===== src/xor_metric_bucket_table_core_macros.svh =====
// assertion macros for the bucket table core
// no dependencies
`ifndef XOR_METRIC_BUCKET_TABLE_CORE_MACROS_SVH
`define XOR_METRIC_BUCKET_TABLE_CORE_MACROS_SVH
`ifndef SYNTHESIS
`define XMB_ASSERT(lbl, clk, rstn, prop, msg) \
  lbl: assert property (@(posedge clk) disable iff (!rstn) prop) else $error(msg);
`define XMB_ASSERT_ALWAYS(lbl, clk, prop, msg) \
  lbl: assert property (@(posedge clk) prop) else $error(msg);
`else
`define XMB_ASSERT(lbl, clk, rstn, prop, msg)
`define XMB_ASSERT_ALWAYS(lbl, clk, prop, msg)
`endif
`endif


===== src/xmb_pkg.sv =====
// shared types and codes for the bucket table core
// no dependencies
package xmb_pkg;
  localparam logic [1:0] CMD_ADD = 2'd0;
  localparam logic [1:0] CMD_REMOVE = 2'd1;
  localparam logic [1:0] CMD_FIND = 2'd2;
  localparam logic [1:0] CMD_SPARE = 2'd3;

  localparam logic [2:0] ST_INSERTED = 3'd0;
  localparam logic [2:0] ST_REFRESHED = 3'd1;
  localparam logic [2:0] ST_EVICTED = 3'd2;
  localparam logic [2:0] ST_REMOVED = 3'd3;
  localparam logic [2:0] ST_ABSENT = 3'd4;
  localparam logic [2:0] ST_ENTRY = 3'd5;
  localparam logic [2:0] ST_NONE = 3'd6;
  localparam logic [2:0] ST_BAD_COUNT = 3'd7;

  // register index, registers sit eight bytes apart
  localparam logic CFG_OWN_ID = 1'b0;

  // stored contact without its id
  typedef struct packed {
    logic [31:0] address;
    logic [15:0] port;
  } contact_t;
endpackage


===== src/xmb_sort_cell.sv =====
// one cell of the insertion sort chain: keeps one candidate, passes the larger on
// depends on xmb_pkg
module xmb_sort_cell #(
  parameter int ID_BITS = 64
) (
  input  logic               clk,
  input  logic               rst_n,
  input  logic               clr,
  input  logic               in_vld,
  input  logic [ID_BITS-1:0] in_key,
  input  logic [ID_BITS-1:0] in_id,
  input  xmb_pkg::contact_t  in_ct,
  input  logic               shift,
  input  logic               sh_vld,
  input  logic [ID_BITS-1:0] sh_key,
  input  logic [ID_BITS-1:0] sh_id,
  input  xmb_pkg::contact_t  sh_ct,
  output logic               out_vld,
  output logic [ID_BITS-1:0] out_key,
  output logic [ID_BITS-1:0] out_id,
  output xmb_pkg::contact_t  out_ct,
  output logic               held_vld,
  output logic [ID_BITS-1:0] held_key,
  output logic [ID_BITS-1:0] held_id,
  output xmb_pkg::contact_t  held_ct
);
  logic               vld_r;
  logic [ID_BITS-1:0] key_r, id_r;
  xmb_pkg::contact_t  ct_r;
  logic               take;

  // smaller key stays (strict, keeps gather order on ties)
  assign take = in_vld && (!vld_r || in_key < key_r);

  always_ff @(posedge clk) begin
    if (!rst_n || clr) begin
      vld_r <= 1'b0;
    end else if (shift) begin
      vld_r <= sh_vld;
    end else if (in_vld) begin
      vld_r <= 1'b1;
    end
    if (shift) begin
      key_r <= sh_key; id_r <= sh_id; ct_r <= sh_ct;
    end else if (take) begin
      key_r <= in_key; id_r <= in_id; ct_r <= in_ct;
    end
  end

  // displaced or passed-through candidate to the next cell
  always_ff @(posedge clk) begin
    if (!rst_n || clr || shift) begin
      out_vld <= 1'b0;
    end else begin
      out_vld <= in_vld && vld_r;
    end
    out_key <= take ? key_r : in_key;
    out_id  <= take ? id_r : in_id;
    out_ct  <= take ? ct_r : in_ct;
  end

  assign held_vld = vld_r;
  assign held_key = key_r;
  assign held_id  = id_r;
  assign held_ct  = ct_r;
endmodule


===== config.mk =====
export PLATFORM = sky130hd
export DESIGN_NAME = xmb_sort_cell
export DESIGN_NICKNAME = d
export VERILOG_FILES = /design/src/xor_metric_bucket_table_core_macros.svh /design/src/xmb_pkg.sv /design/src/xmb_sort_cell.sv
export SDC_FILE = /design/constraint.sdc
export NUM_CORES = 1
export LEC_CHECK = 0
export BUFFER_PORTS_ARGS = -buffer_cell sky130_fd_sc_hd__buf_2
export CAP_MARGIN = 20
export CORE_AREA = 2 2 279 281
export CTS_CLUSTER_DIAMETER = 100
export CTS_CLUSTER_SIZE = 24
export DETAILED_ROUTE_END_ITERATION = 7
export DIE_AREA = 0 0 281 283
export PLACE_DENSITY_LB_ADDON = 0.1
export SLEW_MARGIN = 20
export SYNTH_ARGS = -nofsm -noshare
export SYNTH_HDL_FRONTEND = slang
export SYNTH_SLANG_ARGS = --single-unit
export TNS_END_PERCENT = 10

===== constraint.sdc =====
create_clock -name clk -period 11.7 [get_ports clk]
set_input_delay 1.755 -clock clk [delete_from_list [all_inputs] [get_ports clk]]
set_output_delay 1.755 -clock clk [all_outputs]
set_load 0.01 [all_outputs]

==> results of run 1 <==
-- worst paths after layout --
| path | from | endpoint | slack [ns] | cells after the start |
|---|---|---|---|---|
| worst max-delay path | in_key[21] | held_ct[23] | 6.28 | 11 |
| worst max register to register | held_key[59] | out_id[8] | 7.06 | 11 |
| worst min register to register | held_id[21] | out_id[21] | 0.48 | 1 |
| worst min-delay path | held_id[21] | out_id[21] | 0.48 | 1 |
-- kinds of logic after synthesis --
group                      share of synthesized area (%)
adders and majority gates                          5.365
DFF                                                60.22
buffers and inverters                              3.381
muxes                                              26.98
AOI/OAI and AO/OA                                  2.121
and+or+nand+nor                                    1.933
-- metal layers --
layer  share of wire, %  GRT usage (%)  vias to the layer above  wire length [microns]
met5               0.15              0                        -                     86
met4                2.1          3.048                       14                   1185
met2                 53          26.30                      384                  30510
met3                8.3          4.774                       63                   4760
li1                   -              -                     5042                      -
met1                 36          14.68                     5210                  20980
-- cell usage in the layout (no fill, tap or decap), drive strengths merged --
cell type,Yosys,final
a2111oi,2,2
a211o,1,1
a211oi,4,4
a21o,4,4
a21oi,25,25
a221oi,2,2
a311oi,1,1
a32oi,1,1
and3,1,1
buf,19,719
clkbuf,20,28
clkinv,0,7
clkinvlp,0,3
dfxtp,178,178
diode,0,7
edfxtp,176,176
ha,63,63
inv,65,76
mux2,352,352
nand2,16,16
nand2b,4,4
nand3,7,7
nand4,12,12
nor2,9,9
nor3,2,2
nor4,3,3
o211ai,1,1
o21ai,10,10
or4,1,1
-- stage by stage --
step	setup WS, ns	hold WS (ns)	power, uW
6_report	6.278	0.4847	3167
3_5_place_dp	5.482	0.4608	2212
2_1_floorplan	3.446	0.4827	1875
4_1_cts	6.146	0.4905	3242
3_3_place_gp	5.493	0.4577	2215
5_1_grt	6.016	0.5044	3336
-- worst max-delay path, delay by kind of cell --
family                     cells  cell delay (ns)
buffers and inverters          3             1.47
adders and majority gates      1             0.31
and+or+nand+nor                3             1.10
AOI/OAI and AO/OA              4             0.84
-- cells in the mapped netlist (all sizes together) --
library cell,instances
a2111oi,2
a211o,1
a211oi,4
a21o,4
a21oi,25
a221oi,2
a311oi,1
a32oi,1
and3,1
buf,19
clkbuf,20
dfxtp,178
edfxtp,176
ha,63
inv,65
mux2,352
nand2,16
nand2b,4
nand3,7
nand4,12
nor2,9
nor3,2
nor4,3
o211ai,1
o21ai,10
or4,1
-- state kept, by name, indices dropped and copies added (netlist names) --
register	cells
held_id	64
out_ct	48
out_key	64
held_key	64
out_vld	1
held_ct	48
held_vld	1
out_id	64
-- power by group --
part,internal [uW],switching [uW]
clock,452,551
combinational,283,347
sequential,1470,63.2
total,2210,961
-- area by class of cell --
class,count,area share [%]
Antenna cell,7,0.08626
Clock buffer,27,3.327
Clock inverter,21,1.078
Inverter,65,1.201
Multi-Input combinational cell,521,26.43
Sequential cell,354,43.57
Tap cell,1040,6.408
Timing Repair Buffer,720,17.90
==> summary.md, run 1 <==
| Metric | Value |
|---|---|
| Outcome | complete, no violations |
| Final Hold Vio Count | 0 |
| Post-synthesis sequential area ratio | 60.22% |
| Wirelength per Cell | 20.88 microns |
| DR vias/cell | 3.889 |
| Layout overhead on the synthesized area | 38.21% |
| Critical path data arrival time | ~5.6 ns |
| Drt pass-1 iters | 4 |
| Synth top area share | 35.97% |
| Max Transition Viols Final | 0 |
| Share of cells above drive strength 1 | 58.26% |
| Max stage delay on crit path | 0.80 ns |
| Worst hold path class | reg -> reg |
| Setup tns final | 0 ns |
| Initial antenna violation count | 13 |
| Clk slew on worst S/H paths | 0.09 ns |
| FF/Latch Area | 8848 sq um |
| Post-Layout Cell Count | 2,755 |
| Util after Layout | 26.48% |
| Antenna Nets Post-Route | 0 |
| Max-Cap Viols | 0 |
| Post-cts repair resize count | 0 |
| Measured slew at the worst slew-check pin | 1.070 ns |
| Yosys reg bits | 354 |
| H-Tree Depth | 1 |
| Avg Cell Area, Syn | 15.01 sq um |
| Total grt overflow | 0 |
| YS warnings | 0 |
| RSZ-0062 raised after global routing | false |
| CTS tree | done |
| GPL Wtd Cong | roughly 0.8 |
| Final critical-path share of the clock period | 46.34% |
| Net Count, Synth | 1,400 |
| Slew headroom | 28.67% |
| PortBufs | 711 |
| Maximum clock frequency | around 180 MHz |
| Fill cells | roughly 8,000 |
| Post-route clock skew | just under 0.04 ns |
| Startpoint types | primary input |
| Starting density of the core | a little under a fifth |
| Core area | roughly 77,000 sq um |
| CTS Buf Count | 26 |
| Inst Count DP | 2,700 |
| Worst setup EP type | flop |
| Die area | 79,520 sq um |
| Gr usage total | 13.92% |
| CP Cell Sequence | buf_2 > ha_1 > a21o_1 > nand3_1 > a211oi_1 > or4_1 > a221oi_1 > a32oi_4 > nand2b_4 > buf_4 > buf_4 |
| Worst endpoint required time | 11.90 ns |
| # nets final | 2,109 |
| Area contributors post-synth | edfxtp_1 (36%), dfxtp_1 (24%), mux2_2 (17%), mux2_1 (9.9%), ha_1 (5.4%) |
| Rows | 102 |
| Design Area, Final | between 20,000 and 25,000 sq um |
| Root Buffer | clkbuf_16 |
| Hpwl dp | around 45,000 microns |
| Final setup violation count | 0 |
| Num ports | 712 |
| Most common cell on crit path | buf_4 |
| Worst-Skew Late Latency | 0.59 ns |
| Final worst path period need | 5.422 ns |
| Worst VDD drop | 0.0001079 V |
| DP Area | between 15,000 and 20,000 sq um |
| Critical path class | in -> reg |
| Critical path fanouts, max | 62 |
| PD cells | roughly 160 nW/um^2 |
| Leakage | 0.008988 uW |
| Mapped cell area | 14,690 sq um |
| Area of the multi-input gates | about 5400 sq um |
| Max Root-Sink Buffers | 3 |
| Die Height | 283 microns |
| Initial DRC count | roughly 360 |
| Remaining DRCs | 0 |
| Largest net degree at the start of global routing | 65 |
| Netlist cell types | 30 |
| Number of post-CTS setup repair buffers | 0 |
| Vias in the first global route | about 11,000 |
| CP max-delay cell | buf_4 |
| Cell type with the largest total area after synthesis | edfxtp_1 |
| Cts hold-fix bufs | 0 |
| Via count | 10,710 |
| Sink Count | 354 |
| Die width | between 200 and 300 microns |
| Total Wirelength | 57,520 microns |
| First-pass GRT wire length | 81,730 microns |
| Cells after Synth | 979 |
No activity file was read; power rests on OpenSTA's default activity.
==> inputs of run 2 (changes only) <==
--- a/config.mk
+++ b/config.mk
@@ -7,11 +7,11 @@
 export LEC_CHECK = 0
 export BUFFER_PORTS_ARGS = -buffer_cell sky130_fd_sc_hd__buf_2
 export CAP_MARGIN = 20
-export CORE_AREA = 2 2 279 281
+export CORE_AREA = 2 2 278 280
 export CTS_CLUSTER_DIAMETER = 100
 export CTS_CLUSTER_SIZE = 24
 export DETAILED_ROUTE_END_ITERATION = 7
-export DIE_AREA = 0 0 281 283
+export DIE_AREA = 0 0 280 282
 export PLACE_DENSITY_LB_ADDON = 0.1
 export SLEW_MARGIN = 20
 export SYNTH_ARGS = -nofsm -noshare
==> constraint.sdc (replaced) <==
create_clock -name clk -period 4.7 [get_ports clk]
set_input_delay 0.705 -clock clk [delete_from_list [all_inputs] [get_ports clk]]
set_output_delay 0.705 -clock clk [all_outputs]
set_load 0.01 [all_outputs]
==> summary.md, run 2 (synthesis results as in run 1) <==
| Metric | Value |
|---|---|
| Met2 Resource Use GR | 26.05% |
| Die Height | 282 microns |
| Starting density of the core | 19.41% |
| Worst VDD drop | 0.0002170 V |
| CTS tree | done |
| Post-layout power | 8093 uW |
| Max stage delay on crit path | 0.47 ns |
| Max Root-Sink Buffers | 3 |
| GR Util met1 | 14.26% |
| GR Util met3 | 5.096% |
| Final critical-path share of the clock period | between 70% and 80% |
| Fill cells | 7,997 |
| Root Buffer | clkbuf_16 |
| Outcome | complete, no violations |
| Initial antenna violation count | 21 |
| Largest net degree at the start of global routing | 90 |
| GR peak layer | met2 |
| Num ports | about 710 |
| Die area | 78,960 sq um |
| Antenna Nets Post-Route | 0 |
| Hold slack | 0.3199 ns |
| GPL Wtd Cong | 0.7977 |
| PD cells | 394.8 nW/um^2 |
| Final worst path period need | 3.665 ns |
| Total Wirelength | 57,080 microns |
| Max-Cap Viols | 0 |
| Via count | 10,610 |
| CP Cell Sequence | inv_1 > ha_1 > nand4_1 > nor4_2 > nand3_1 > nor4_2 > o211ai_1 > a32oi_4 > buf_12 > mux2_1 |
| Critical path class | reg -> reg |
| Cts hold-fix bufs | 0 |
| Worst endpoint required time | 5.18 ns |
| Worst hold path class | in -> reg |
| Slew headroom | 59.15% |
| Clk slew on worst S/H paths | 0.10 ns |
| RSZ-0062 raised after global routing | false |
| Sink Count | 354 |
| Most common cell on crit path | nor4_2 |
| Vias in the first global route | 11,490 |
| First-pass GRT wire length | 79,740 microns |
| Layout overhead on the synthesized area | 39.53% |
| Post-route clock skew | roughly 0.028 ns |
| Critical path fanouts, max | just over 80 |
| PortBufs | 711 |
| Max Transition Viols Final | 0 |
| Final setup violation count | 0 |
| # nets final | 2,117 |
| Design Area, Final | 20,500 sq um |
| Final Hold Vio Count | 0 |
| Remaining DRCs | 0 |
| Number of post-CTS setup repair buffers | 0 |
| Maximum clock frequency | 272.9 MHz |
| CTS Buf Count | 27 |
| Rows | 101 |
| Share of cells above drive strength 1 | slightly below 60% |
| Core area | about 76,000 sq um |
| Leakage | ~0.009 uW |
| Post-cts repair resize count | 0 |
| DR vias/cell | 3.921 |
| Most frequent cells in the layout | buf_2 (710), mux2_2 (223), dfxtp_1 (178) |
| Setup tns final | 0 ns |
| DP Area | 19,480 sq um |
| CP max-delay cell | edfxtp_1 |
| Die width | 280 microns |
| Worst-Skew Late Latency | 0.60 ns |
| Hpwl dp | between 40,000 and 50,000 microns |
| Commonest non-fill, non-tap cell in the layout | buf_2 |
| Critical path data arrival time | 4.15 ns |
| H-Tree Depth | 1 |
| Startpoint types | flop |
| Wirelength per Cell | 21.10 microns |
| Gr usage total | 13.72% |
| Total grt overflow | 0 |
| Drt pass-1 iters | 4 |
| Initial DRC count | 342 |
| Measured slew at the worst slew-check pin | slightly above 0.6 ns |
| Worst setup EP type | flop |
run 2: cell types whose count changed in the layout (fill, tap and decap cells not counted), sizes merged:
cell,change
buf,+7
bufinv,+3
clkinv,-3
diode,+3
inv,+3
clkinvlp,-1
run 2: area by class of cell:
type	instances	area (sq um)	share of cell area, %
clock inverters	23	317.8	1.550
repair buffers	727	3800	18.54
well taps	978	1224	5.969
diodes	10	25.02	0.1221
inverters	65	244.0	1.190
clock buffers	27	675.6	3.296
flip-flops and latches	354	8848	43.16
multi-input cells	521	5366	26.18
run 2: report_power, final:
group	leakage, uW	total (uW)	switching, uW	internal, uW
clock network	0.000478	2680	1380	1300
registers	0.00331	3830	168	3660
logic	0.00532	1580	858	725
total	0.00911	8090	2410	5690
run 2: path summary, 6_finish.rpt:
path         depth (start not counted)  slack (ns)         end         start
min                                  2        0.32  out_id[58]     in_id[58]
max reg2reg                         10        1.04  out_id[47]  held_key[63]
max                                 10        1.04  out_id[47]  held_key[63]
min reg2reg                          1        0.47  out_id[13]   held_id[13]
run 2: per-stage QoR:
step                      utilization (%)  setup slack, ns  cells
after CTS                           27.05           0.9659   2695
after global routing                27.07           0.7363   2702
after detailed placement            25.74           0.6616   2645
after floorplan                         -           0.4184    979
after global placement              25.74           0.7578   2645
final                               27.08            1.035   2705
run 2: routing by layer:
metal	up-vias	part of all wire, %
li1	5060	-
met1	5085	36
met2	373	54
met3	65	8.4
met4	22	1.8
met5	-	0.24
run 2: critical path, delay by kind of cell (launching register included):
family                     cells  cell delay (ns)
adders and majority gates      1             0.33
muxes                          1             0.39
buffers and inverters          2             0.49
and+or+nand+nor                4             1.04
DFF                            1             0.47
AOI/OAI and AO/OA              2             0.66
